**config.mk**
```make
export PLATFORM = sky130hd
export DESIGN_NAME = encoder_reply_check_and_angle_core
export DESIGN_NICKNAME = d
export VERILOG_FILES = /design/src/rtl/core/ercac_pkg.sv /design/src/rtl/core/ercac_cfg.sv /design/src/rtl/core/ercac_angle.sv /design/src/rtl/core/encoder_reply_check_and_angle_core.sv
export SDC_FILE = /design/constraint.sdc
export NUM_CORES = 1
export LEC_CHECK = 0
export ABC_AREA = 1
export BUFFER_PORTS_ARGS = -buffer_cell sky130_fd_sc_hd__clkbuf_2
export CAP_MARGIN = 20
export CORE_MARGIN = 2
export CORE_UTILIZATION = 57
export CTS_CLUSTER_DIAMETER = 30
export DETAILED_ROUTE_END_ITERATION = 10
export PLACE_DENSITY_LB_ADDON = 0.08
export SLEW_MARGIN = 30
export SYNTH_ARGS = -nofsm -noshare
export SYNTH_HDL_FRONTEND = slang
export SYNTH_SLANG_ARGS = --single-unit
```
**constraint.sdc**
```tcl
create_clock -name clk -period 9.7 [get_ports clk]
set_clock_uncertainty 0.15 [all_clocks]
set_input_delay 0.97 -clock clk [delete_from_list [all_inputs] [get_ports clk]]
set_output_delay 0.97 -clock clk [all_outputs]
set_load 0.05 [all_outputs]
```
**src/rtl/core/ercac_pkg.sv**
```systemverilog
// Shared types and constants for the encoder reply check and angle core.
// No dependencies; imported by every module of the block.
package ercac_pkg;

  // Reply framing codes
  localparam logic [7:0] START_CODE = 8'h01;
  localparam logic [2:0] ADDR_CODE  = 3'd2;
  localparam logic [7:0] END_CODE   = 8'h04;

  // Count ranges for the angle: forward up to 5, backward 6 to 15
  localparam logic [7:0] LAST_FWD_CYCLE  = 8'd5;
  localparam logic [7:0] LAST_BACK_CYCLE = 8'd15;

  // Divide by sixty: q = (m * 2185) >> 17, exact for m below 2560
  localparam int unsigned MINUTE_W    = 12;
  localparam logic [11:0] RECIP_60    = 12'd2185;
  localparam int unsigned RECIP_SHIFT = 17;

  // Configuration port
  localparam int unsigned ADDR_W = 4;
  localparam int unsigned DATA_W = 32;

  typedef enum logic [1:0] {
    REG_TARGET  = 2'd0,
    REG_LEFT    = 2'd1,
    REG_RIGHT   = 2'd2,
    REG_ENABLES = 2'd3
  } reg_idx_t;

  // Hit vector order: bit0 target, bit1 left limit, bit2 right limit
  typedef logic [2:0] hit_vec_t;

  // Register contents plus one-cycle re-arm strobes from position writes
  typedef struct packed {
    logic [15:0] target_pos;
    logic [15:0] left_pos;
    logic [15:0] right_pos;
    hit_vec_t    enables;
    hit_vec_t    rearm;
  } cfg_t;

endpackage

```
**src/rtl/core/ercac_cfg.sv**
```systemverilog
// APB-style register file for the positions and enables of the core.
// Depends on ercac_pkg.
module ercac_cfg (
  input  logic                           clk,
  input  logic                           rst,
  input  logic                           psel,
  input  logic                           penable,
  input  logic                           pwrite,
  input  logic [ercac_pkg::ADDR_W-1:0]   paddr,
  input  logic [ercac_pkg::DATA_W-1:0]   pwdata,
  output logic [ercac_pkg::DATA_W-1:0]   prdata,
  output logic                           pready,
  output ercac_pkg::cfg_t                cfg
);
  import ercac_pkg::*;

  logic [15:0] target_pos;
  logic [15:0] left_pos;
  logic [15:0] right_pos;
  hit_vec_t    enables;
  logic        wr_en;
  reg_idx_t    reg_idx;

  assign pready  = 1'b1;
  assign wr_en   = psel & penable & pwrite & pready;
  assign reg_idx = reg_idx_t'(paddr[3:2]);

  // Register writes
  always_ff @(posedge clk) begin
    if (rst) begin
      target_pos <= '0;
      left_pos   <= '0;
      right_pos  <= '0;
      enables    <= '0;
    end else if (wr_en) begin
      case (reg_idx)
        REG_TARGET:  target_pos <= pwdata[15:0];
        REG_LEFT:    left_pos   <= pwdata[15:0];
        REG_RIGHT:   right_pos  <= pwdata[15:0];
        REG_ENABLES: enables    <= pwdata[2:0];
        default: ;
      endcase
    end
  end

  // Read-back mux
  always_comb begin
    case (reg_idx)
      REG_TARGET:  prdata = {16'd0, target_pos};
      REG_LEFT:    prdata = {16'd0, left_pos};
      REG_RIGHT:   prdata = {16'd0, right_pos};
      REG_ENABLES: prdata = {29'd0, enables};
      default:     prdata = '0;
    endcase
  end

  // Register view and re-arm strobes for the core
  always_comb begin
    cfg.target_pos = target_pos;
    cfg.left_pos   = left_pos;
    cfg.right_pos  = right_pos;
    cfg.enables    = enables;
    cfg.rearm      = '0;
    if (wr_en) begin
      case (reg_idx)
        REG_TARGET: cfg.rearm[0] = 1'b1;
        REG_LEFT:   cfg.rearm[1] = 1'b1;
        REG_RIGHT:  cfg.rearm[2] = 1'b1;
        default:    cfg.rearm    = '0;
      endcase
    end
  end

endmodule

```
**src/rtl/core/ercac_angle.sv**
```systemverilog
// Turns cycle and turn counts into signed degrees and minutes.
// Depends on ercac_pkg; purely combinational.
module ercac_angle (
  input  logic              [7:0] cycles,
  input  logic              [7:0] turns,
  output logic                    in_range,
  output logic signed       [6:0] degrees,
  output logic signed       [6:0] minutes
);
  import ercac_pkg::*;

  logic                backward;
  logic [3:0]          back_cycles;
  logic [MINUTE_W-1:0] m;
  logic [23:0]         prod;
  logic [6:0]          q;
  logic [MINUTE_W-1:0] q_x60;
  logic [6:0]          r;

  assign backward    = (cycles > LAST_FWD_CYCLE);
  assign in_range    = (cycles <= LAST_BACK_CYCLE);
  assign back_cycles = 4'(LAST_BACK_CYCLE - cycles);

  // Minute count; backward counts run down from the top of cycle 15
  assign m = backward ? {back_cycles, ~turns} : {1'b0, cycles[2:0], turns};

  // Divide by sixty via reciprocal, remainder by shift-and-subtract
  assign prod  = 24'(m) * 24'(RECIP_60);
  assign q     = prod[RECIP_SHIFT +: 7];
  assign q_x60 = (MINUTE_W'(q) << 6) - (MINUTE_W'(q) << 2);
  assign r     = 7'(m - q_x60);

  // Negate both parts for backward counts
  assign degrees = backward ? -$signed(q) : $signed(q);
  assign minutes = backward ? -$signed(r) : $signed(r);

endmodule

```
**src/rtl/core/encoder_reply_check_and_angle_core.sv**
```systemverilog
// Top level of the encoder reply check and angle core.
// Depends on ercac_pkg, ercac_cfg and ercac_angle.
//
// Usage:
//   Slave stream (s_*) takes one 8-byte encoder reply per transaction; master
//   stream (m_*) returns one result per reply: framing verdict on m_tuser,
//   stored counts, signed degrees/minutes and three one-shot hit flags.
//   The APB-style port holds target, left and right positions and their
//   enables; writing a position re-arms its hit. pready is always high.
// Timing:
//   A reply is registered in the input stage on acceptance, checked and
//   converted from there, and its result is registered into the result
//   stage on m_* once that stage is free. One transaction per cycle is
//   sustained while m_tready stays high; the state feedback (counts, held
//   angle, fired flags) closes within the one compute stage.
// Reset (rst, synchronous): both stages empty, counts, held angle, fired
//   flags and registers cleared.
// Stall: a result waiting on m_tready holds; one more reply is still taken
//   into the input stage, after which s_tready drops until m_tready returns.
module encoder_reply_check_and_angle_core (
  input  logic                          clk,
  input  logic                          rst,
  // s_tdata: start, address, cycles, turns, sub high, sub low, check, end
  input  logic                          s_tvalid,
  output logic                          s_tready,
  input  logic [63:0]                   s_tdata,
  output logic                          m_tvalid,
  input  logic                          m_tready,
  // m_tdata: cycles_now[7:0], turns_now[15:8], degrees[22:16],
  //          minutes[29:23], target_hit[30], left_limit_hit[31],
  //          right_limit_hit[32], zero fill[39:33]
  output logic [39:0]                   m_tdata,
  // m_tuser: reply_valid
  output logic                          m_tuser,
  input  logic                          psel,
  input  logic                          penable,
  input  logic                          pwrite,
  input  logic [ercac_pkg::ADDR_W-1:0]  paddr,
  input  logic [ercac_pkg::DATA_W-1:0]  pwdata,
  output logic [ercac_pkg::DATA_W-1:0]  prdata,
  output logic                          pready
);
  import ercac_pkg::*;

  cfg_t cfg;

  // Input stage
  logic        in_valid;
  logic [63:0] in_bytes;

  // Stored state
  logic [7:0]        cycle_count;
  logic [7:0]        turn_count;
  logic signed [6:0] held_degrees;
  logic signed [6:0] held_minutes;
  hit_vec_t          fired;
  hit_vec_t          fired_next;

  // Result stage
  logic              out_valid;
  logic              out_reply_valid;
  logic [7:0]        out_cycles;
  logic [7:0]        out_turns;
  logic signed [6:0] out_degrees;
  logic signed [6:0] out_minutes;
  hit_vec_t          out_hits;

  // Compute signals
  logic              adv;
  logic [7:0]        b_start, b_addr, b_cycles, b_turns, b_sub_hi, b_sub_lo;
  logic [7:0]        b_check, b_end;
  logic              reply_ok;
  logic [7:0]        cycles_next;
  logic [7:0]        turns_next;
  logic              ang_in_range;
  logic signed [6:0] ang_degrees;
  logic signed [6:0] ang_minutes;
  logic signed [6:0] degrees_next;
  logic signed [6:0] minutes_next;
  hit_vec_t          pos_match;
  hit_vec_t          hits;

  ercac_cfg u_cfg (
    .clk     (clk),
    .rst     (rst),
    .psel    (psel),
    .penable (penable),
    .pwrite  (pwrite),
    .paddr   (paddr),
    .pwdata  (pwdata),
    .prdata  (prdata),
    .pready  (pready),
    .cfg     (cfg)
  );

  // Handshake: input stage advances when the result stage is free
  assign adv      = in_valid & (~out_valid | m_tready);
  assign s_tready = ~in_valid | ~out_valid | m_tready;

  always_ff @(posedge clk) begin
    if (rst) begin
      in_valid <= 1'b0;
    end else if (s_tvalid && s_tready) begin
      in_valid <= 1'b1;
    end else if (adv) begin
      in_valid <= 1'b0;
    end
  end

  always_ff @(posedge clk) begin
    if (s_tvalid && s_tready) begin
      in_bytes <= s_tdata;
    end
  end

  // Byte split
  assign b_start  = in_bytes[7:0];
  assign b_addr   = in_bytes[15:8];
  assign b_cycles = in_bytes[23:16];
  assign b_turns  = in_bytes[31:24];
  assign b_sub_hi = in_bytes[39:32];
  assign b_sub_lo = in_bytes[47:40];
  assign b_check  = in_bytes[55:48];
  assign b_end    = in_bytes[63:56];

  // Framing, address and XOR check
  assign reply_ok = (b_start == START_CODE) && (b_addr[2:0] == ADDR_CODE) &&
                    (b_check == (b_addr ^ b_cycles ^ b_turns ^ b_sub_hi ^ b_sub_lo)) &&
                    (b_end == END_CODE);

  assign cycles_next = reply_ok ? b_cycles : cycle_count;
  assign turns_next  = reply_ok ? b_turns  : turn_count;

  ercac_angle u_angle (
    .cycles   (cycles_next),
    .turns    (turns_next),
    .in_range (ang_in_range),
    .degrees  (ang_degrees),
    .minutes  (ang_minutes)
  );

  // Out-of-range counts keep the previous angle
  assign degrees_next = ang_in_range ? ang_degrees : held_degrees;
  assign minutes_next = ang_in_range ? ang_minutes : held_minutes;

  // One-shot position hits
  assign pos_match[0] = (cfg.target_pos == {cycles_next, turns_next});
  assign pos_match[1] = (cfg.left_pos   == {cycles_next, turns_next});
  assign pos_match[2] = (cfg.right_pos  == {cycles_next, turns_next});
  assign hits = reply_ok ? (pos_match & cfg.enables & ~fired) : '0;

  assign fired_next = (fired & ~cfg.rearm) | (adv ? hits : hit_vec_t'(0));

  // State update
  always_ff @(posedge clk) begin
    if (rst) begin
      cycle_count  <= '0;
      turn_count   <= '0;
      held_degrees <= '0;
      held_minutes <= '0;
      fired        <= '0;
    end else begin
      fired <= fired_next;
      if (adv) begin
        cycle_count  <= cycles_next;
        turn_count   <= turns_next;
        held_degrees <= degrees_next;
        held_minutes <= minutes_next;
      end
    end
  end

  // Result stage
  always_ff @(posedge clk) begin
    if (rst) begin
      out_valid <= 1'b0;
    end else if (adv) begin
      out_valid <= 1'b1;
    end else if (m_tready) begin
      out_valid <= 1'b0;
    end
  end

  always_ff @(posedge clk) begin
    if (adv) begin
      out_reply_valid <= reply_ok;
      out_cycles      <= cycles_next;
      out_turns       <= turns_next;
      out_degrees     <= degrees_next;
      out_minutes     <= minutes_next;
      out_hits        <= hits;
    end
  end

  assign m_tvalid = out_valid;
  assign m_tuser  = out_reply_valid;
  assign m_tdata  = {7'd0, out_hits, out_minutes, out_degrees, out_turns, out_cycles};

`ifndef NO_ASSERTIONS
  // A hit is only reported on a well-formed reply
  a_hit_needs_valid: assert property (@(posedge clk) disable iff (rst)
    out_valid |-> (out_hits == '0) || out_reply_valid)
    else $error("hit reported on a rejected reply");

  // A reported target hit leaves its fired flag set
  a_hit_sets_fired: assert property (@(posedge clk) disable iff (rst)
    (adv && hits[0]) |=> fired[0])
    else $error("target hit did not set its fired flag");

  // A rejected reply leaves the stored counts alone
  a_bad_reply_keeps_counts: assert property (@(posedge clk) disable iff (rst)
    (adv && !reply_ok) |=> $stable(cycle_count) && $stable(turn_count))
    else $error("rejected reply changed the stored counts");

  // Degrees stay within the span the counts can reach
  a_degrees_span: assert property (@(posedge clk) disable iff (rst)
    out_valid |-> (out_degrees >= -7'sd42) && (out_degrees <= 7'sd25))
    else $error("degrees out of span");
`endif

endmodule

```
### Word-level counts from Yosys, hierarchy flattened

Cells that the tools add are included.

| word-level totals | value |
|---|---|
| flip-flop bits (word level) | 184 |
| latch bits | 0 |
| memory bits (writable) | 0 |
| bits in read-only memories | 0 |
| input port bits | 107 |
| logic and storage cells | 84 |
| memories kept | 0 |

| cells by class | value |
|---|---|
| $add $sub $neg | 5 |
| $mul | 1 |
| div/mod/pow operators | 0 |
| magnitude comparators | 2 |
| eq/ne operators | 10 |
| shifts and indexed selects | 0 |
| mux-type cells | 18 |
| bitwise gates (word level) | 19 |
| reductions and logical operators | 11 |

Operators with widths:

| operator | number |
|---|---|
| $pmux W32 S4 | 1 |
| $eq A16 B16 Y1 | 3 |
| $xor A8 B8 Y8 | 4 |
| $mux W7 | 4 |
| $mul A12 B12 Y24 const B | 1 |
| $mux W8 | 2 |
| $neg A7 Y7 | 2 |
| $sub A7 B7 Y7 | 2 |
| $mux W12 | 1 |
| $and A3 B3 Y3 | 3 |
| $mux W3 | 3 |
| $eq A8 B1 Y1 const B | 1 |
| $eq A8 B3 Y1 const B | 1 |
| $eq A8 B8 Y1 | 1 |
| $gt A8 B3 Y1 const B | 1 |
| $le A8 B4 Y1 const B | 1 |
| $not A8 Y8 | 1 |
| $reduce_and A2 Y1 | 4 |
| $mux W1 | 7 |
| $not A3 Y3 | 2 |
| $eq A2 B2 Y1 const B | 2 |
| $logic_and A1 B1 Y1 | 4 |
| $reduce_bool A2 Y1 | 2 |
| $sub A4 B4 Y4 const A | 1 |
| 7 further kinds | 12 |

### Longest topological paths before layout

Gate-level depths: netlist of run 1.

| depth | value |
|---|---|
| word-level depth | 16 |
| mapped depth | 55 |
| gate-level depth less buffers | 54 |

### Cells and area by module

From an unflattened synthesis of run 1, not the netlist that was laid out.

| unflattened totals | value |
|---|---|
| cell total of the unflattened synthesis | 1,486 |
| area total of the unflattened synthesis | 11,508.5 µm² |

Modules (own cells, without submodules):

| module | times used | cells each | area an instance (µm²) | seq. area each (µm²) |
|---|---|---|---|---|
| encoder_reply_check_and_angle_core | 1 | 739 | 6,540.0 | 3,643.5 |
| ercac_cfg | 1 | 398 | 2,541.2 | 1,021.0 |
| ercac_angle | 1 | 349 | 2,427.3 | 0.0 |

### Worst setup path after synthesis of run 1

No wires, ideal clock.

| path | value |
|---|---|
| path type | register to register |
| from | reg in_bytes[40] |
| to | reg out_minutes[6], data pin |
| setup time | 0.267 ns |
| data arrival time | 6.377 ns |
| required time | 9.283 ns |
| setup slack | 2.906 ns |
| stages on the path, launching flop included | 45 |
| path buffers | 2 |
| clock period less this slack | 6.794 ns |
| path through | edfxtp_1 or2_1 nand3_1 nand2_1 nand2_1 nand2_1 nor2_2 nand3_2 nor2_4 nand2_4 nand2_2 nand2_4 clkinv_2 nand2_4 nor2_8 nand3_4 buf_6 buf_2 (+9 left out) o21ai_0 a21oi_1 nand2_1 nand2_1 nand2_2 ha_1 inv_1 ha_1 a21oi_1 o21ai_0 xor2_1 nand3b_2 nand3_1 nand2_1 nand2_1 nand2_1 nand2_1 nand3_2 |

| between the ends | value |
|---|---|
| longest elaborated chain between the ends | 13 |
| elaborated cells on any way between the ends | 17 |

Ends and longest elaborated chain:

| what | RTL line | source |
|---|---|---|
| start: declaration | encoder_reply_check_and_angle_core.sv:49 | `logic [63:0] in_bytes;` |
| start signal: assignment | encoder_reply_check_and_angle_core.sv:112 | `in_bytes <= s_tdata;` |
| $xor A8 B8 Y8 (*) | encoder_reply_check_and_angle_core.sv:128 | `(b_check == (b_addr ^ b_cycles ^ b_turns ^ b_sub_hi ^ b_sub_lo)) &&` |
| $eq A8 B8 Y1 (*) | encoder_reply_check_and_angle_core.sv:128 |  |
| $logic_and A1 B1 Y1 (*) | encoder_reply_check_and_angle_core.sv:127 | `assign reply_ok = (b_start == START_CODE) && (b_addr[2:0] == ADDR_CODE) &&` |
| $logic_and A1 B1 Y1 (*) | encoder_reply_check_and_angle_core.sv:128 |  |
| $mux W8 (*) | encoder_reply_check_and_angle_core.sv:131 | `assign cycles_next = reply_ok ? b_cycles : cycle_count;` |
| via cycles_next[7] | encoder_reply_check_and_angle_core.sv:73 | `logic [7:0] cycles_next;` |
| $gt A8 B3 Y1 | ercac_angle.sv:20 | `assign backward = (cycles > LAST_FWD_CYCLE);` |
| $mux W12 | ercac_angle.sv:25 | `assign m = backward ? {back_cycles, ~turns} : {1'b0, cycles[2:0], turns};` |
| $mul A12 B12 Y24 | ercac_angle.sv:28 | `assign prod = 24'(m) * 24'(RECIP_60);` |
| $sub A7 B7 Y7 | ercac_angle.sv:30 | `assign q_x60 = (MINUTE_W'(q) << 6) - (MINUTE_W'(q) << 2);` |
| $sub A7 B7 Y7 | ercac_angle.sv:31 | `assign r = 7'(m - q_x60);` |
| $neg A7 Y7 | ercac_angle.sv:35 | `assign minutes = backward ? -$signed(r) : $signed(r);` |
| $mux W7 | ercac_angle.sv:35 |  |
| $mux W7 (*) | encoder_reply_check_and_angle_core.sv:144 | `assign minutes_next = ang_in_range ? ang_minutes : held_minutes;` |
| via minutes_next[6] | encoder_reply_check_and_angle_core.sv:79 | `logic signed [6:0] minutes_next;` |
| end signal: assignment | encoder_reply_check_and_angle_core.sv:190 | `out_minutes <= minutes_next;` |
| end: declaration | encoder_reply_check_and_angle_core.sv:65 | `logic signed [6:0] out_minutes;` |

The timed path passes the listed nets; every way through them passes the cells marked *.
A chain may end at the register's enable or synchronous reset.

### Worst setup path in the final report of run 1

| path | value |
|---|---|
| from | reg in_bytes[10] |
| to | reg out_minutes[6], data pin |

| between the ends | value |
|---|---|
| longest elaborated chain between the ends | 16 |
| elaborated cells on any way between the ends | 22 |

Ends and longest elaborated chain:

| what | RTL line |
|---|---|
| $xor A8 B8 Y8 (4 in series) | encoder_reply_check_and_angle_core.sv:128 |
| $eq A8 B8 Y1 | encoder_reply_check_and_angle_core.sv:128 |
| $logic_and A1 B1 Y1 (*) | encoder_reply_check_and_angle_core.sv:127 |
| $logic_and A1 B1 Y1 (*) | encoder_reply_check_and_angle_core.sv:128 |
| $mux W8 (*) | encoder_reply_check_and_angle_core.sv:131 |
| via cycles_next[4] | encoder_reply_check_and_angle_core.sv:73 |
| $gt A8 B3 Y1 | ercac_angle.sv:20 |
| $mux W12 | ercac_angle.sv:25 |
| $mul A12 B12 Y24 | ercac_angle.sv:28 |
| $sub A7 B7 Y7 | ercac_angle.sv:30 |
| $sub A7 B7 Y7 | ercac_angle.sv:31 |
| $neg A7 Y7 | ercac_angle.sv:35 |
| $mux W7 | ercac_angle.sv:35 |
| $mux W7 (*) | encoder_reply_check_and_angle_core.sv:144 |
| via minutes_next[6] | encoder_reply_check_and_angle_core.sv:79 |

Marked as above.

==> summary.md, run 1 <==
| Metric | Value |
|---|---|
| Syn_area_per_cell | `8.36 µm²` |
| Overall Power | `2.78 mW` |
| Final non-filler cell total | `1661` |
| Last weighted congestion value of the routability-driven placer | `0.894` |
| WS Path Type | `reg2reg` |
| Most common library cell in the layout ignoring fill and taps | `nand2_1` |
| Time the worst path needs with I/O delays and setup | `8030 ps` |
| Area of the mapped netlist | `0.0107 mm²` |
| Dominant register cell in the synthesized netlist | `edfxtp_1` |
| Diodes inserted | `0` |
| Wire per inst | `15.5 µm` |
| Via density per instance | `5.36` |
| Wire length of the first global-routing pass | `41000 µm` |
| Count of yosys warnings during synthesis | `0` |
| Data arrival, critical path | `8050 ps` |
| Setup_tns | `0 ps` |
| Multi-input combinational cell area | `0.00510 mm²` |
| Global-route total usage across every layer | `26.2%` |
| Distinct cell type count of the synthesized netlist | `54` |
| Worst-case vdd ir drop | `131 µV` |
| Buffer levels on the longest clock path | `2` |
| Number of DRC markers in iteration 0 | `545` |
| Element type at the critical path end | `flip-flop` |
| Total Nets Final | `1587` |
| Layout filler cell count | `1644` |
| Register area share after synthesis | `43.4%` |
| Number of hold violations in the final report | `0` |
| Startpoint kind of the worst setup timing path | `flip-flop` |
| Launching element of the worst setup path | `in_bytes[10]$_DFFE_PP_` |
| Clk Latency, worst-skew pair | `430 ps` |
| Die extent in y | `141 µm` |
| Headroom to the max-slew limit | `33.0%` |
| Gates resized, CTS repair | `0` |
| Die outline width | `141 µm` |
| Worst EP required | `9720 ps` |
| Leftover overflow at the end of global routing | `0` |
| Commonest non-fill, non-tap cells in the layout | `nand2_1 (242), inv_1 (176), clkbuf_2 (140)` |
| Hold buffer count at CTS | `0` |
| Remaining number of nets flagged by the antenna check after routing | `0` |
| Wirelength, routed | `25700 µm` |
| H-tree depth | `4` |
| Clock tree from TritonCTS | `done` |
| Async set-or-reset flop fraction in the synthesized netlist | `0%` |
| Number of global-route vias before repair | `8390` |
| CTS root buf | `clkbuf_16` |
| Number of placed cells counting well taps | `1629` |
| Core ar. | `0.0186 mm²` |
| Actual transition at the worst max-transition pin | `1000 ps` |
| Flip-flop and latch count after synthesis | `184` |
| Clk slew on worst S/H paths | `80 ps` |
| Share of cells above drive strength 1 | `18.1%` |
| Final HPWL DP | `19000 µm` |
| Area of the die | `0.0200 mm²` |
| Class of the tightest hold or removal check | `reg2reg` |
| Number of maximum-capacitance constraint violations | `0` |
| Via count | `8903` |
| Setup repair after global routing missed its margin | `false` |
| Slowest cell on the critical path | `fa_1` |
| Instance count of the mapped netlist | `1285` |
| Period Utilization, post-route | `82.8%` |
| Number of antenna violations at the first check in global routing | `0` |
| Ports | `183` |
| Top cell by count, worst path | `nand2_1` |
| Number of flops mapped to enable cells by yosys | `98` |
| Capture point of the critical path | `out_minutes[6]$_DFFE_PP_` |
| Register-to-register setup slack | `1670 ps` |
| Longest individual stage delay on the worst path | `520 ps` |
| Initial Util | `57.8%` |
| Status | `completed` |
| Largest net degree at the start of global routing | `83` |
| Launching point of the worst reg2reg path | `in_bytes[10]$_DFFE_PP_` |
| Cells on worst reg2reg path | `45` |
| Relative area change from synthesis to final layout | `13.0%` |
| Post-route DRC | `0` |
| CP Max Fanout | `21` |
| PwrDens | `229 mW/mm²` |
| Post-CTS setup repair buffer count | `0` |
| Achievable Freq | `0.125 GHz` |
| Reg-to-reg endpoint | `out_minutes[6]$_DFFE_PP_` |
| Total number of clock tree sinks | `184` |
| Count of final setup violators | `0` |
| I/O Buffers | `140` |
| Storage element area | `0.00466 mm²` |
| Static leakage | `5.88 nW` |
| Number of detailed-routing iterations run before antenna repair | `5` |
| Number of pins with negative max-slew slack in the final report | `0` |
| Util after Layout | `65.3%` |
| Std-Cell Rows | `50` |
| Clock buffers created by TritonCTS | `17` |
==> synth_stat cells, drive strengths merged, types with 2 or more instances <==
| library cell | number | area share [%] |
|---|---|---|
| ha | 59 | 6.9 |
| o21bai | 4 | 0.35 |
| o221ai | 11 | 0.90 |
| fa | 7 | 1.3 |
| nor4 | 4 | 0.23 |
| nor2 | 118 | 4.6 |
| a221oi | 6 | 0.49 |
| xnor2 | 10 | 0.89 |
| o211ai | 18 | 1.3 |
| conb | 2 | 0.070 |
| inv | 191 | 6.7 |
| a21oi | 68 | 3.2 |
| buf | 29 | 2.1 |
| nand3 | 68 | 3.5 |
| xor2 | 45 | 3.7 |
| clkinv | 3 | 0.14 |
| dfxtp | 86 | 16 |
| o2111ai | 6 | 0.49 |
| nor3 | 9 | 0.42 |
| nand3b | 3 | 0.24 |
| edfxtp | 98 | 27 |
| nand4 | 8 | 0.52 |
| o22ai | 12 | 0.70 |
| nand2 | 275 | 11 |
| o21ai | 96 | 4.7 |
| a2111oi | 3 | 0.24 |
| a31oi | 2 | 0.12 |
| or2 | 10 | 0.58 |
| clkbuf | 28 | 0.98 |
==> area by class of cell <==
class                           count  share of cell area [%]
Sequential cell                   184                    38.4
Clock inverter                     13                    1.04
Multi-Input combinational cell    872                    42.0
Timing Repair Buffer              145                    6.08
Inverter                          194                    6.07
Tap cell                          234                    2.41
Clock buffer                       19                    3.92
==> cell families after synthesis <==
kind of cell	Yosys count	share of synthesized area, %
other	2	0.0699
adders and majority gates	66	8.18
AOI/OAI and AO/OA	230	12.8
xor gates and xnor gates	55	4.55
and+or+nand+nor	497	21.1
buffers and inverters	251	9.92
DFF	184	43.4
==> sequential cells by signal, indices dropped and copies added (netlist names), 8 cells and up <==
register	count
cycle_count	8
in_bytes	64
out_cycles	8
out_turns	8
turn_count	8
u_cfg.left_pos	16
u_cfg.right_pos	16
u_cfg.target_pos	16
==> worst min path at each step <==
stage,depth (start not counted),slack (ps),to,startpoint
global placement,2,300,fired[2]$_SDFF_PP0_,fired[2]$_SDFF_PP0_
global route,2,360,u_cfg.target_pos[12]$_SDFFE_PP0P_,u_cfg.target_pos[12]$_SDFFE_PP0P_
finish,2,320,fired[2]$_SDFF_PP0_,fired[2]$_SDFF_PP0_
floorplan,2,290,fired[2]$_SDFF_PP0_,fired[2]$_SDFF_PP0_
detailed placement,2,310,fired[2]$_SDFF_PP0_,fired[2]$_SDFF_PP0_
CTS,2,320,fired[2]$_SDFF_PP0_,fired[2]$_SDFF_PP0_
==> per-layer routing <==
layer	vias up	wire, µm	GRT usage, %
li1	4460	-	-
met1	4079	10600	31.8
met2	297	12600	45.2
met3	67	1640	5.47
met4	0	860	11.4
met5	-	0	0
==> per-stage QoR <==
step | hold WS [ps] | setup WS, ps | cell area, µm²
6_report | 317 | 1670 | 12100
5_1_grt | 359 | 959 | 12100
4_1_cts | 316 | 1690 | 12100
3_5_place_dp | 306 | 1750 | 11500
3_3_place_gp | 297 | 1850 | 11500
2_1_floorplan | 291 | 2910 | 10800
==> worst max-delay path: cells and delay by family, from the launching register on <==
| family | cells | cell delay [ps] |
|---|---|---|
| AO/OA/AOI/OAI | 3 | 630 |
| XOR/XNOR | 1 | 280 |
| adder cells (fa/ha/maj) | 5 | 1810 |
| buffers and inverters | 6 | 650 |
| flip-flops | 1 | 400 |
| AND/OR/NAND/NOR | 30 | 3810 |
==> report_power, final <==
group / leakage [nW] / switching [mW] / internal (mW)
logic: 3.94 / 0.765 / 0.398
clock network: 0.295 / 0.328 / 0.371
registers: 1.65 / 0.0223 / 0.893
total: 5.88 / 1.12 / 1.66
Note: power is estimated with default switching activity, not from simulation.
==> run 2, diff against run 1 <==
==> constraint.sdc (replaced) <==
create_clock -name clk -period 7.6 [get_ports clk]
set_clock_uncertainty 0.15 [all_clocks]
set_input_delay 0.76 -clock clk [delete_from_list [all_inputs] [get_ports clk]]
set_output_delay 0.76 -clock clk [all_outputs]
set_load 0.05 [all_outputs]
==> summary.md, run 2 (synthesized netlist as in run 1, its figures left out) <==
| Metric | Value |
|---|---|
| Die extent in y | `141 µm` |
| Buffer levels on the longest clock path | `2` |
| Clk slew on worst S/H paths | `80 ps` |
| Clock tree from TritonCTS | `done` |
| Actual transition at the worst max-transition pin | `1030 ps` |
| Count of final setup violators | `0` |
| Element type at the critical path end | `flip-flop` |
| Initial Util | `57.8%` |
| Worst-case vdd ir drop | `181 µV` |
| Wire per inst | `15.3 µm` |
| Detail Route met2 WL | `12900 µm` |
| Startpoint kind of the worst setup timing path | `flip-flop` |
| Die outline width | `141 µm` |
| Highest metal layer with signal wires | `met4` |
| Worst min-delay path endpoint | `fired[2]$_SDFF_PP0_` |
| Top cell by count, worst path | `nand2_1` |
| Time the worst path needs with I/O delays and setup | `7070 ps` |
| Worst EP required | `7640 ps` |
| Register-to-register setup slack | `530 ps` |
| Leftover overflow at the end of global routing | `0` |
| PwrDens | `297 mW/mm²` |
| Register with the highest flop count | `in_bytes` |
| Slowest cell on the critical path | `fa_1` |
| Count of buffer and inverter cells on the critical path | `6` |
| Flip-flop count of the largest register after layout | `64` |
| Setup_tns | `0 ps` |
| Achievable Freq | `0.141 GHz` |
| Largest net degree at the start of global routing | `71` |
| H-tree depth | `4` |
| Class of the tightest hold or removal check | `reg2reg` |
| Global-route total usage across every layer | `26.3%` |
| WS Path Type | `reg2reg` |
| Number of detailed-routing iterations run before antenna repair | `5` |
| Ports | `183` |
| Commonest non-fill, non-tap cells in the layout | `nand2_1 (240), inv_1 (175), clkbuf_2 (140)` |
| Launching point of the worst reg2reg path | `in_bytes[10]$_DFFE_PP_` |
| Total number of clock tree sinks | `184` |
| Period Utilization, post-route | `93.0%` |
| Post-route DRC | `0` |
| Via count | `8994` |
| Most common library cell in the layout ignoring fill and taps | `nand2_1` |
| Number of pins with negative max-slew slack in the final report | `0` |
| CTS root buf | `clkbuf_16` |
| Core ar. | `0.0186 mm²` |
| Wirelength, routed | `26100 µm` |
| Worst hold-check slack | `323 ps` |
| Met3 wirelength from detailed routing | `1710 µm` |
| CP Max Fanout | `9` |
| Number of DRC markers in iteration 0 | `551` |
| I/O Buffers | `140` |
| Total Nets Final | `1626` |
| Overall Power | `3.72 mW` |
| Cells on worst reg2reg path | `44` |
| Cell family with the largest share of critical-path delay | `simple AND/OR/NAND/NOR gates` |
| Longest individual stage delay on the worst path | `520 ps` |
| Number of hold violations in the final report | `0` |
| Last weighted congestion value of the routability-driven placer | `0.936` |
| Data arrival, critical path | `7110 ps` |
| Status | `completed` |
| Remaining number of nets flagged by the antenna check after routing | `0` |
| Layout filler cell count | `1584` |
| Detailed-routing wirelength on met1 | `10900 µm` |
| Headroom to the max-slew limit | `31.1%` |
| Static leakage | `6.05 nW` |
| Share of cells above drive strength 1 | `21.7%` |
| Clk Latency, worst-skew pair | `440 ps` |
| Std-Cell Rows | `50` |
| Worst hold start | `fired[2]$_SDFF_PP0_` |
| Number of stages on the worst hold path | `2` |
| Number of global-route vias before repair | `8383` |
| Diodes inserted | `0` |
| Number of antenna violations at the first check in global routing | `0` |
| Clock buffers created by TritonCTS | `17` |
| Area of the die | `0.0200 mm²` |
| Relative area change from synthesis to final layout | `16.7%` |
| Wire length of the first global-routing pass | `40900 µm` |
| Number of maximum-capacitance constraint violations | `0` |
| Final HPWL DP | `19500 µm` |
| Via density per instance | `5.29` |
| Reg-to-reg endpoint | `out_minutes[6]$_DFFE_PP_` |
## run 2: cell types whose count changed in the layout (fill, tap and decap cells not counted), moves of 3 or more
cell / previous run / this run
buf_4: 5 / 43
a21oi_1: 68 / 62
a21oi_2: 0 / 6
nor2_1: 109 / 104
ha_1: 59 / 56
ha_4: 0 / 3
nor2_2: 4 / 7
## run 2: per-stage QoR
stage	worst slack [ps]	util, %	std cells	instance area, µm²
6_report	530	67.5	1700	12500
2_1_floorplan	806	-	1307	10800
4_1_cts	99.4	66.3	1687	12300
3_3_place_gp	264	63.1	1655	11700
5_1_grt	-42.4	67.5	1700	12500
3_5_place_dp	143	63.1	1655	11700
## run 2: where the power goes
group | switching [mW] | total (mW) | internal, mW
Sequential | 0.0299 | 1.17 | 1.14
Clock | 0.422 | 0.875 | 0.454
Combinational | 1.04 | 1.67 | 0.634
Total | 1.49 | 3.72 | 2.23
## run 2: worst max-delay path by stage
stage	start	endpoint	slack (ps)	cells after the start
after CTS	in_bytes[10]$_DFFE_PP_	out_minutes[6]$_DFFE_PP_	100	44
after floorplan	in_bytes[40]$_DFFE_PP_	out_minutes[6]$_DFFE_PP_	810	44
after global routing	in_bytes[10]$_DFFE_PP_	held_minutes[6]$_SDFFE_PP0P_	-40	52
after detailed placement	in_bytes[10]$_DFFE_PP_	out_minutes[6]$_DFFE_PP_	140	44
after global placement	in_bytes[10]$_DFFE_PP_	out_minutes[6]$_DFFE_PP_	260	48
final	in_bytes[10]$_DFFE_PP_	out_minutes[6]$_DFFE_PP_	530	44
## run 2: area by class of cell
cell class | count | area (µm²) | share of cell area (%)
Timing Repair Buffer | 183 | 1020 | 8.16
Inverter | 194 | 737 | 5.88
Multi-Input combinational cell | 873 | 5240 | 41.8
Clock inverter | 13 | 128 | 1.02
Tap cell | 234 | 293 | 2.34
Clock buffer | 19 | 453 | 3.61
Sequential cell | 184 | 4660 | 37.2
## run 2: timing repair
action                                  4_1_cts  5_1_grt
endpoints found under the setup margin        0        7
setup buffers                                 0       12
resized for setup                             0       25
hold buffers                                  0        0
hold endpoints to repair                      0        0
## run 2: routing by layer
metal	GRT usage [%]	vias to the layer above
li1	-	4548
met1	32.4	4128
met2	45.9	275
met3	5.87	43
met4	9.21	0
met5	0	-
## run 2: worst register-to-register path: cells and delay by family, from the launching register on
family          cells  cell delay (ps)
buf+inv             6              590
xor+xnor            2              360
simple gates       28             3130
fa+ha+maj           5             1700
flops               1              390
compound gates      3              500
==> run 3, diff against run 2 <==
==> constraint.sdc (replaced) <==
create_clock -name clk -period 7.6 [get_ports clk]
set_clock_uncertainty 0.15 [all_clocks]
set_input_delay 1.14 -clock clk [delete_from_list [all_inputs] [get_ports clk]]
set_output_delay 1.14 -clock clk [all_outputs]
set_load 0.05 [all_outputs]
==> summary.md, run 3 (synthesized netlist as in run 1, its figures left out) <==
| Metric | Value |
|---|---|
| Ports | `183` |
| Cells on worst reg2reg path | `45` |
| Highest metal layer with signal wires | `met4` |
| Die outline width | `141 µm` |
| Relative area change from synthesis to final layout | `16.8%` |
| Count of final setup violators | `0` |
| Buffer levels on the longest clock path | `2` |
| Number of stages on the worst hold path | `2` |
| Diodes inserted | `0` |
| Most common library cell in the layout ignoring fill and taps | `nand2_1` |
| Std-Cell Rows | `50` |
| Number of antenna violations at the first check in global routing | `0` |
| Worst min-delay path endpoint | `m_tvalid$_SDFFE_PP0P_` |
| Initial Util | `57.8%` |
| Commonest non-fill, non-tap cells in the layout | `nand2_1 (238), inv_1 (175), clkbuf_2 (140)` |
| Worst EP required | `7620 ps` |
| Headroom to the max-slew limit | `36.2%` |
| Total number of clock tree sinks | `184` |
| Detail Route met2 WL | `13000 µm` |
| Worst-case setup slack after placement | `239 ps` |
| Wire per inst | `15.4 µm` |
| Worst hold-check slack | `327 ps` |
| Final HPWL DP | `19700 µm` |
| Static leakage | `6.06 nW` |
| Remaining number of nets flagged by the antenna check after routing | `0` |
| Wirelength, routed | `26200 µm` |
| Status | `completed` |
| Slowest cell on the critical path | `fa_1` |
| Startpoint kind of the worst setup timing path | `flip-flop` |
| I/O Buffers | `140` |
| Global-route total usage across every layer | `26.4%` |
| Period Utilization, post-route | `94.7%` |
| WS Path Type | `reg2reg` |
| Last weighted congestion value of the routability-driven placer | `0.928` |
| Number of pins with negative max-slew slack in the final report | `0` |
| Number of hold violations in the final report | `0` |
| Launching point of the worst reg2reg path | `in_bytes[10]$_DFFE_PP_` |
| Number of DRC markers in iteration 0 | `576` |
| CP Max Fanout | `9` |
| Data arrival, critical path | `7220 ps` |
| Number of placed cells counting well taps | `1657` |
| Actual transition at the worst max-transition pin | `954 ps` |
| Area of the die | `0.0200 mm²` |
| Time the worst path needs with I/O delays and setup | `7190 ps` |
| CTS root buf | `clkbuf_16` |
| Total Nets Final | `1627` |
| Clk slew on worst S/H paths | `70 ps` |
| Count of buffer and inverter cells on the critical path | `7` |
| Largest net degree at the start of global routing | `71` |
| Final non-filler cell total | `1701` |
| PwrDens | `298 mW/mm²` |
| Wire length of the first global-routing pass | `41000 µm` |
| Clock tree from TritonCTS | `done` |
| Element type at the critical path end | `flip-flop` |
| Core ar. | `0.0186 mm²` |
| Share of cells above drive strength 1 | `21.8%` |
| Number of detailed-routing iterations run before antenna repair | `7` |
| Detailed-routing wirelength on met1 | `11000 µm` |
| Longest individual stage delay on the worst path | `510 ps` |
| Post-route DRC | `0` |
| Worst hold start | `in_valid$_SDFFE_PP0P_` |
| H-tree depth | `4` |
| Clk Latency, worst-skew pair | `440 ps` |
| Reg-to-reg endpoint | `out_minutes[6]$_DFFE_PP_` |
| Clock buffers created by TritonCTS | `17` |
| Number of global-route vias before repair | `8425` |
| Class of the tightest hold or removal check | `reg2reg` |
| Die extent in y | `141 µm` |
| Final Worst Setup Slack | `406 ps` |
| Via count | `8975` |
| Number of maximum-capacitance constraint violations | `0` |
| Flip-flop count of the largest register after layout | `64` |
| Cell family with the largest share of critical-path delay | `simple AND/OR/NAND/NOR gates` |
| Register-to-register setup slack | `410 ps` |
| Met3 wirelength from detailed routing | `1530 µm` |
| Setup_tns | `0 ps` |
| Register with the highest flop count | `in_bytes` |
| Via density per instance | `5.28` |
| Overall Power | `3.73 mW` |
| Leftover overflow at the end of global routing | `0` |
| Achievable Freq | `0.139 GHz` |
| Worst-case vdd ir drop | `200 µV` |
| Top cell by count, worst path | `nand2_1` |
==> run 3: cell types whose count changed in the layout (fill, tap and decap cells not counted), sizes merged <==
cell | before | now
nand3 | 69 | 68
inv | 200 | 201
clkinvlp | 1 | 0
buf | 43 | 45
==> run 3: worst reg2reg max path: cells and delay by family, from the launching register on <==
family	cells	cell delay [ps]
simple gates	26	2790
fa+ha+maj	5	1810
compound gates	5	880
buf+inv	7	610
flops	1	400
xor+xnor	2	290
==> run 3: how the worst max path moves through the flow <==
stage                      startpoint                      endpoint  slack, ps  depth (start not counted)
2_1_floorplan  in_bytes[40]$_DFFE_PP_      out_minutes[6]$_DFFE_PP_        810                         44
5_1_grt        in_bytes[10]$_DFFE_PP_      out_minutes[6]$_DFFE_PP_         -6                         43
6_report       in_bytes[10]$_DFFE_PP_      out_minutes[6]$_DFFE_PP_        410                         45
3_3_place_gp   in_bytes[10]$_DFFE_PP_  held_minutes[5]$_SDFFE_PP0P_        330                         47
3_5_place_dp   in_bytes[10]$_DFFE_PP_      out_minutes[6]$_DFFE_PP_        240                         44
4_1_cts        in_bytes[10]$_DFFE_PP_      out_minutes[6]$_DFFE_PP_        170                         44
==> run 3: repair_timing <==
action / 4_1_cts / 5_1_grt
setup endpoints to repair: 0 / 6
resized for setup: 0 / 27
setup buffers: 0 / 12
endpoints found under the hold margin: 0 / 0
hold buffers: 0 / 0
==> run 3: metrics by stage <==
step / instance area [µm²] / util (%)
global placement: 11700 / 63.2
floorplan: 10800 / -
global route: 12500 / 67.5
CTS: 12300 / 66.3
finish: 12500 / 67.5
detailed placement: 11700 / 63.2
==> run 3: where the power goes <==
| part | switching, mW | internal [mW] |
|---|---|---|
| Clock | 0.421 | 0.445 |
| Combinational | 1.05 | 0.653 |
| Sequential | 0.0296 | 1.14 |
| Total | 1.50 | 2.24 |
==> run 3: layout make-up <==
cell class / instances / area [µm²]
timing repair buffer: 185 / 1050
tap: 234 / 293
clock buffer: 19 / 443
multi-input combinational: 872 / 5220
clock inverter: 13 / 129
fill: 1549 / 6030
inverter: 194 / 738
sequential: 184 / 4660
==> run 3: routing by layer <==
layer,GRT usage [%],vias to the layer above
met5,0,-
met1,32.3,4088
li1,-,4540
met3,5.03,55
met4,9.68,0
met2,46.6,292
